### src/rtl/mfd_pkg.sv
// ----------------------------------------------------------------------------
// mfd_pkg
// Shared constants, codes and types of the marker frame deframer.
// ----------------------------------------------------------------------------
package mfd_pkg;

  // frame layout
  localparam int HEADER_LEN = 2;   // header bytes, sync included (1..16)
  localparam int CRC_LEN    = 2;   // CRC bytes after the terminator (0..8)

  // configuration register indexes
  localparam int CFG_IDX_W = 2;
  localparam logic [CFG_IDX_W-1:0] REG_SYNC_BYTE   = 2'd0;
  localparam logic [CFG_IDX_W-1:0] REG_TERM_FIRST  = 2'd1;
  localparam logic [CFG_IDX_W-1:0] REG_TERM_SECOND = 2'd2;
  localparam logic [CFG_IDX_W-1:0] REG_MAX_BODY    = 2'd3;

  // configuration reset values
  localparam logic [7:0] SYNC_RST   = 8'h61;  // 'a'
  localparam logic [7:0] TERM1_RST  = 8'h63;  // 'c'
  localparam logic [7:0] TERM2_RST  = 8'h64;  // 'd'
  localparam logic [7:0] MAXB_RST   = 8'd64;

  // result kinds
  localparam logic [1:0] KIND_BYTE    = 2'd0;
  localparam logic [1:0] KIND_ACCEPT  = 2'd1;
  localparam logic [1:0] KIND_INVALID = 2'd2;

  // result queue
  localparam int QDEPTH = 4;
  localparam int QPTR_W = $clog2(QDEPTH);
  localparam int QCNT_W = $clog2(QDEPTH + 1);

  typedef struct packed {
    logic [1:0] kind;
    logic [7:0] data;
    logic [7:0] body_length;
    logic       last;
  } mfd_res_t;

  // results of one step, up to two words
  typedef struct packed {
    logic [1:0] n;
    mfd_res_t   r0;
    mfd_res_t   r1;
  } mfd_push_t;

endpackage

### src/rtl/mfd_core.sv
// ----------------------------------------------------------------------------
// mfd_core
// Frame state machine and configuration registers; one byte per cycle while in_fire is high.
// ----------------------------------------------------------------------------
module mfd_core import mfd_pkg::*; (
  input  logic                 clk,
  input  logic                 rst_n,
  input  logic                 in_fire,
  input  logic [7:0]           in_byte,
  input  logic                 in_eob,
  input  logic                 cfg_fire,
  input  logic [CFG_IDX_W-1:0] cfg_index,
  input  logic [7:0]           cfg_data,
  output mfd_push_t            push
);

  typedef enum logic [2:0] {
    PH_HUNT, PH_HEADER, PH_BODY, PH_CRC, PH_DONE
  } phase_t;

  phase_t     ph_r, ph_nxt;
  logic [7:0] cnt_r, cnt_nxt;
  logic [7:0] hb_r, hb_nxt;     // held byte in body, CRC count after
  logic       hv_r, hv_nxt;
  logic       rep_r, rep_nxt;

  logic [7:0] sync_r, term1_r, term2_r, maxb_r;

  logic       ea, eb, ec;
  logic [1:0] ea_kind;
  logic [7:0] ea_data;
  logic [7:0] cnt_inc;
  mfd_res_t   res_a, res_b, res_c;

  assign cnt_inc = cnt_r + 8'd1;

  always_comb begin
    ph_nxt  = ph_r;
    cnt_nxt = cnt_r;
    hb_nxt  = hb_r;
    hv_nxt  = hv_r;
    rep_nxt = rep_r;
    ea      = 1'b0;
    ea_kind = KIND_BYTE;
    ea_data = 8'd0;
    eb      = 1'b0;
    ec      = 1'b0;
    unique case (ph_r)
      PH_HUNT: begin
        if (in_byte == sync_r) begin
          if (HEADER_LEN <= 1) begin
            ph_nxt  = PH_BODY;
            cnt_nxt = 8'd0;
            hv_nxt  = 1'b0;
          end else begin
            ph_nxt  = PH_HEADER;
            cnt_nxt = 8'd1;
          end
        end
      end
      PH_HEADER: begin
        cnt_nxt = cnt_inc;
        if (cnt_inc >= 8'(HEADER_LEN)) begin
          ph_nxt  = PH_BODY;
          cnt_nxt = 8'd0;
          hv_nxt  = 1'b0;
        end
      end
      PH_BODY: begin
        if (hv_r && hb_r == term1_r && in_byte == term2_r) begin
          hv_nxt = 1'b0;
          hb_nxt = 8'd0;
          ph_nxt = PH_CRC;
        end else if (hv_r && ({1'b0, cnt_r} + 9'd1 >= {1'b0, maxb_r})) begin
          // body too long
          ea      = 1'b1;
          ea_kind = KIND_INVALID;
          rep_nxt = 1'b1;
          ph_nxt  = PH_DONE;
          hv_nxt  = 1'b0;
        end else begin
          if (hv_r) begin
            ea      = 1'b1;
            ea_data = hb_r;
            cnt_nxt = cnt_inc;
          end
          hb_nxt = in_byte;
          hv_nxt = 1'b1;
        end
      end
      PH_CRC:  hb_nxt = hb_r + 8'd1;
      PH_DONE: ;
      default: ;
    endcase

    if (ph_nxt == PH_CRC && hb_nxt >= 8'(CRC_LEN)) begin
      eb      = 1'b1;
      rep_nxt = 1'b1;
      ph_nxt  = PH_DONE;
      hb_nxt  = 8'd0;
    end

    if (in_eob) begin
      ec      = ~rep_nxt;
      ph_nxt  = PH_HUNT;
      cnt_nxt = 8'd0;
      hb_nxt  = 8'd0;
      hv_nxt  = 1'b0;
      rep_nxt = 1'b0;
    end
  end

  // note: accept length is the body count after this byte
  always_comb begin
    res_a = '{kind: ea_kind, data: ea_data, body_length: 8'd0, last: 1'b0};
    res_b = '{kind: KIND_ACCEPT, data: 8'd0, body_length: cnt_r, last: 1'b0};
    res_c = '{kind: KIND_INVALID, data: 8'd0, body_length: 8'd0, last: 1'b1};
    push.r1 = res_c;
    if (ea || eb) begin
      push.r0      = ea ? res_a : res_b;
      push.r0.last = ~ec;
      push.n       = ec ? 2'd2 : 2'd1;
    end else begin
      push.r0 = res_c;
      push.n  = ec ? 2'd1 : 2'd0;
    end
    if (!in_fire) push.n = 2'd0;
  end

  always_ff @(posedge clk) begin
    if (!rst_n) begin
      ph_r    <= PH_HUNT;
      cnt_r   <= 8'd0;
      hb_r    <= 8'd0;
      hv_r    <= 1'b0;
      rep_r   <= 1'b0;
      sync_r  <= SYNC_RST;
      term1_r <= TERM1_RST;
      term2_r <= TERM2_RST;
      maxb_r  <= MAXB_RST;
    end else begin
      if (in_fire) begin
        ph_r  <= ph_nxt;
        cnt_r <= cnt_nxt;
        hb_r  <= hb_nxt;
        hv_r  <= hv_nxt;
        rep_r <= rep_nxt;
      end
      if (cfg_fire) begin
        unique case (cfg_index)
          REG_SYNC_BYTE:   sync_r  <= cfg_data;
          REG_TERM_FIRST:  term1_r <= cfg_data;
          REG_TERM_SECOND: term2_r <= cfg_data;
          REG_MAX_BODY:    maxb_r  <= cfg_data;
          default: ;
        endcase
      end
    end
  end

endmodule

### src/rtl/mfd_res_fifo.sv
// ----------------------------------------------------------------------------
// mfd_res_fifo
// Result queue: takes up to two words a cycle, gives one a cycle while rd_ready is high.
// ----------------------------------------------------------------------------
module mfd_res_fifo import mfd_pkg::*; (
  input  logic      clk,
  input  logic      rst_n,
  input  mfd_push_t push,
  output logic      room,     // space for a full two-word step
  output logic      rd_valid,
  input  logic      rd_ready,
  output mfd_res_t  rd_data
);

  mfd_res_t            mem [QDEPTH];
  logic [QPTR_W-1:0]   wp_r, wp_nxt, rp_r, rp_nxt;
  logic [QCNT_W-1:0]   cnt_r, cnt_nxt;
  logic                pop;
  logic [QPTR_W-1:0]   wp_1;

  assign pop      = rd_valid && rd_ready;
  assign rd_valid = (cnt_r != '0);
  assign rd_data  = mem[rp_r];
  assign room     = (cnt_r <= QCNT_W'(QDEPTH - 2));
  assign wp_1     = wp_r + QPTR_W'(1);

  always_comb begin
    wp_nxt  = wp_r + QPTR_W'(push.n);
    rp_nxt  = pop ? rp_r + QPTR_W'(1) : rp_r;
    cnt_nxt = cnt_r + QCNT_W'(push.n) - QCNT_W'(pop);
  end

  always_ff @(posedge clk) begin
    if (push.n != 2'd0) mem[wp_r] <= push.r0;
    if (push.n == 2'd2) mem[wp_1] <= push.r1;
  end

  always_ff @(posedge clk) begin
    if (!rst_n) begin
      wp_r  <= '0;
      rp_r  <= '0;
      cnt_r <= '0;
    end else begin
      wp_r  <= wp_nxt;
      rp_r  <= rp_nxt;
      cnt_r <= cnt_nxt;
    end
  end

endmodule

### src/rtl/marker_frame_deframer_unit.sv
// ----------------------------------------------------------------------------
// marker_frame_deframer_unit
// Byte-stream frame deframer: hunts for the sync byte, skips header,
// passes body bytes, drops the terminator and CRC, reports each frame.
// ----------------------------------------------------------------------------
// Output: the result words of a byte are registered in the result queue and offered from its head in order.
// Throughput: one byte a cycle while the four-word result queue has room for a
//   two-word step; the single-pass state step sets this. A byte causing two
//   words is buffered by the queue; in_tready drops when it lacks room.
// Reset: rst_n synchronous, active low; hunting, queue empty, registers at
//   their defaults.
module marker_frame_deframer_unit import mfd_pkg::*; (
  input  logic                 clk,
  input  logic                 rst_n,
  // input bytes
  input  logic                 in_tvalid,
  output logic                 in_tready,
  input  logic [7:0]           in_tdata,   // [7:0] in_byte
  input  logic                 in_tlast,   // end_of_buffer
  // results
  output logic                 out_tvalid,
  input  logic                 out_tready,
  output logic [15:0]          out_tdata,  // [7:0] out_byte, [15:8] body_length
  output logic [1:0]           out_tuser,  // [1:0] kind
  output logic                 out_tlast,  // last word of this input byte
  // configuration writes
  input  logic                 cfg_valid,
  output logic                 cfg_ready,
  input  logic [CFG_IDX_W-1:0] cfg_index,
  input  logic [7:0]           cfg_data
);

  mfd_push_t push;
  mfd_res_t  head;
  logic      room;
  logic      in_fire;

  // take a byte only when the queue can hold a two-word step
  assign in_tready = room;
  assign in_fire   = in_tvalid && in_tready;
  assign cfg_ready = 1'b1;

  mfd_core u_core (
    .clk       (clk),
    .rst_n     (rst_n),
    .in_fire   (in_fire),
    .in_byte   (in_tdata),
    .in_eob    (in_tlast),
    .cfg_fire  (cfg_valid && cfg_ready),
    .cfg_index (cfg_index),
    .cfg_data  (cfg_data),
    .push      (push)
  );

  mfd_res_fifo u_fifo (
    .clk      (clk),
    .rst_n    (rst_n),
    .push     (push),
    .room     (room),
    .rd_valid (out_tvalid),
    .rd_ready (out_tready),
    .rd_data  (head)
  );

  assign out_tdata = {head.body_length, head.data};
  assign out_tuser = head.kind;
  assign out_tlast = head.last;

endmodule

### config.mk
export PLATFORM = sky130hd
export DESIGN_NAME = marker_frame_deframer_unit
export DESIGN_NICKNAME = d
export VERILOG_FILES = /design/src/rtl/mfd_pkg.sv /design/src/rtl/mfd_core.sv /design/src/rtl/mfd_res_fifo.sv /design/src/rtl/marker_frame_deframer_unit.sv
export SDC_FILE = /design/constraint.sdc
export NUM_CORES = 1
export LEC_CHECK = 0
export BUFFER_PORTS_ARGS = -buffer_cell sky130_fd_sc_hd__buf_4
export CAP_MARGIN = 15
export CORE_MARGIN = 2
export CORE_UTILIZATION = 45
export CTS_CLUSTER_SIZE = 40
export DETAILED_ROUTE_END_ITERATION = 12
export HOLD_SLACK_MARGIN = 0.02
export PLACE_DENSITY = 0.61
export SKIP_LAST_GASP = 1
export SLEW_MARGIN = 40
export SYNTH_ARGS = -nofsm -noshare
export SYNTH_HDL_FRONTEND = slang
export SYNTH_HIERARCHICAL = 1
export SYNTH_SLANG_ARGS = --single-unit
### constraint.sdc
create_clock -name clk -period 10.7 [get_ports clk]
set_input_delay 0.535 -clock clk [delete_from_list [all_inputs] [get_ports clk]]
set_output_delay 0.535 -clock clk [all_outputs]
set_load 0.01 [all_outputs]
==> summary.txt <==
Reg2reg end - u_fifo/mem[2][4]
CP Cell Sequence - ha_1, and3_1, nand2_1, xnor2_1, ha_1, and3_1, a221oi_1, o211ai_2, nand2_2, nor3_2, or4b_1, a31oi_2, a21o_1, ha_1, inv_1, nor2_1, nor4bb_4, buf_4, a21o_2
Worst path top cell family by delay - simple AND/OR/NAND/NOR gates
Area grow syn2layout - 13.1%
Global route total overflow - 0
Sequential-to-total area share from yosys stat - 44.2%
Worst path required time - 10.76 ns
WL met1 - 8400 um
Number of max-cap violations - 0
Total GRT Usage - 20.9%
Post-DP HPWL - 12900 um
Period utilization - 58.8%
Syn_area_per_cell - 11.1 sq um
R2r startpoint - u_core/cnt_r[0]
Top sig layer - met4
Compound-Gate Fraction of Synth Area - 10.4%
Worst vdd ir - 127 uV
I/O pin count - 46
TritonRoute pass-1 iters - 6
Power Total - 1400 uW
CP startpoint - u_core/cnt_r[0]
P per Cell Area - 156 nW/um^2
Clock sink total - 138
Share of layout cells above drive strength 1 - 25.7%
Initial Util - 46.1%
Fin. Hold Viols - 0
CP Max Fanout - 20
Rel. slew slack - 47.3%
Worst Setup End Kind - register
Status - finished, final reports clean
Routed len/inst - 18.7 um
First-pass GRT wire length - 29600 um
Final #Nets - 794
Clock buffer count from CTS - 17
Adder-cell share of the synthesized area - 2.76%
Hold_buf cts - 0
Antenna diode count - 0
Metal2 WL - 9160 um
Setup CP Type - register to register
Setup Buffers After CTS - 0
Cell variety after synth - 70
IO buf count - 44
CP Buf/Inv Count - 2
Setup TNS - 0 ns
#FFs+latches synth - 138
Antenna violation net count after detailed routing - 0
Critical Path Slowest Stage Cell - or4b_1
Worst setup SP type - register
Worst path max stage delay - 0.56 ns
Primary FF master, synth - edfxtp_1
Cells after Synth - 721
RSZ-0062 raised after global routing - false
Hold-critical path depth - 3
Post-synthesis mux area share - 18.5%
Core footprint - 17300 sq um
Worst reg2reg path depth - 19
Largest net degree at the start of global routing - 28
F_max - 159 MHz
Max H-tree Level - 4
Yosys Warn Count - 6
CP most frequent cell - ha_1
Die span in y - 137 um
Synthesized cell area - 7970 sq um
LEAKAGE - 0.00327 uW
Ys async rst share - 0%
CTS max path bufs - 2
Simple-gate share of the synthesized area - 13.8%
Vias - 5589
Die area - 18800 sq um
# rows - 48
Final GP Congestion - 0.868
Worst-margin pin slew - 0.783 ns
Die width - 137 um
Pins Over Slew Limit - 0
R2R setup slack - 4.41 ns
Final setup violating endpoints - 0
DR vias/cell - 5.64
Root buf cell - clkbuf_16
Wirelength, routed - 18500 um
Synth Area in XOR/XNOR - 4.30%
Final min period - 6.29 ns
Hold crit path type - input pin to register
Crit. path cell count - 19
Remaining DRCs - 0
Clock-pin slew on the worst setup and hold paths - 0.06 ns
Worst skew pair latency - 0.42 ns
Post-cts sizing count - 0
Clk_skew - 0.0134 ns
Worst setup path end - u_fifo/mem[2][4]
Largest family of logic cells by synthesized area - multiplexers
CTS tree - done
Initial DRC Count - 573
Worst EP arrival - 6.35 ns
EDFF count, synth - 76
Vias in the first global route - 5461
Met3 wire length - 781 um
Antenna violations before repair - 0
## logic make-up after synthesis
group | count (synthesis)
compound gates | 121
xor+xnor | 36
fa+ha+maj | 17
buf+inv | 86
flops | 138
mux | 110
other cells | 3
simple gates | 210
## synth_stat cells, types with 7 or more instances
master,instances,area (sq um)
o21ai_0,16,80.1
edfxtp_1,76,2280
ha_1,16,200
and2_1,22,138
clkbuf_1,19,71.3
nor2_1,24,90.1
nand2_1,80,300
nand2b_1,8,50.1
a21o_1,7,52.6
xnor2_1,23,201
mux2_2,56,631
inv_1,25,93.8
nand3_1,22,110
buf_2,9,45.0
mux2_1,12,135
a21oi_1,34,170
mux2i_1,13,130
a31oi_1,18,113
mux2_4,10,150
dfxtp_1,62,1240
buf_4,25,188
xor2_1,11,96.3
mux4_2,19,428
nor4_1,8,50.1
## stage by stage
step	worst slack (ns)	instances	utilization [%]	hold slack (ns)	cell area, sq um
floorplan	4.54	738	-	0.436	8040
global placement	4.56	957	48.6	0.450	8400
detailed placement	4.25	959	48.8	0.457	8440
CTS	4.22	991	52.1	0.347	9010
global route	3.84	991	52.1	0.369	9020
finish	4.41	991	52.1	0.369	9020
## cell type report
type,instances,area (sq um)
clock buffer,18,429
inverter,26,97.6
timing repair buffer,56,428
tap,225,282
sequential,138,3520
fill,1542,8280
multi-input combinational,514,4120
clock inverter,14,138
## tightest hold or removal path: stages
cell and delay, ns:
buf_4 0.11, nand2_1 0.05, nand3_1 0.06
## worst min-delay path by stage
stage                           startpoint  slack [ns]                end
after CTS                      cfg_data[2]        0.35  u_core/term2_r[2]
after floorplan           u_core/maxb_r[1]        0.44   u_core/maxb_r[1]
after detailed placement  u_core/maxb_r[1]        0.46   u_core/maxb_r[1]
after global routing           cfg_data[5]        0.37  u_core/term1_r[5]
after global placement    u_core/maxb_r[1]        0.45   u_core/maxb_r[1]
final                          cfg_data[2]        0.37  u_core/term2_r[2]
## metal layers
metal / track usage, % / up-vias
met5: 0 / -
met4: 5.90 / 0
met3: 4.15 / 24
met2: 35.5 / 148
met1: 27.0 / 2736
li1: - / 2681
## report_power, final
group | leakage [uW] | internal, uW | switching [uW]
combinational | 0.00188 | 121 | 113
sequential | 0.00111 | 582 | 20.9
clock | 0.000269 | 325 | 242
total | 0.00327 | 1030 | 376
## cells in the final DEF (no fill, tap or decap), types with 17 or more instances in the layout
master     instances
buf_4             54
mux4_2            19
a21oi_1           34
edfxtp_1          76
xnor2_1           23
dfxtp_1           61
clkbuf_16         17
conb_1            20
and2_1            22
mux2_2            56
nor2_1            24
nand2_1           80
nand3_1           22
a31oi_1           17
inv_1             25
## flip-flops by register name (all words and copies together) (netlist names), 3 cells and up, named ones only
register and count:
u_fifo/mem 76, u_fifo/cnt_r 3, u_core/term1_r 8, u_core/term2_r 8
u_core/hb_r 8, u_core/sync_r 8, u_core/cnt_r 8, u_core/ph_r 3
u_core/maxb_r 8
Note: power is estimated with default switching activity, not from simulation.
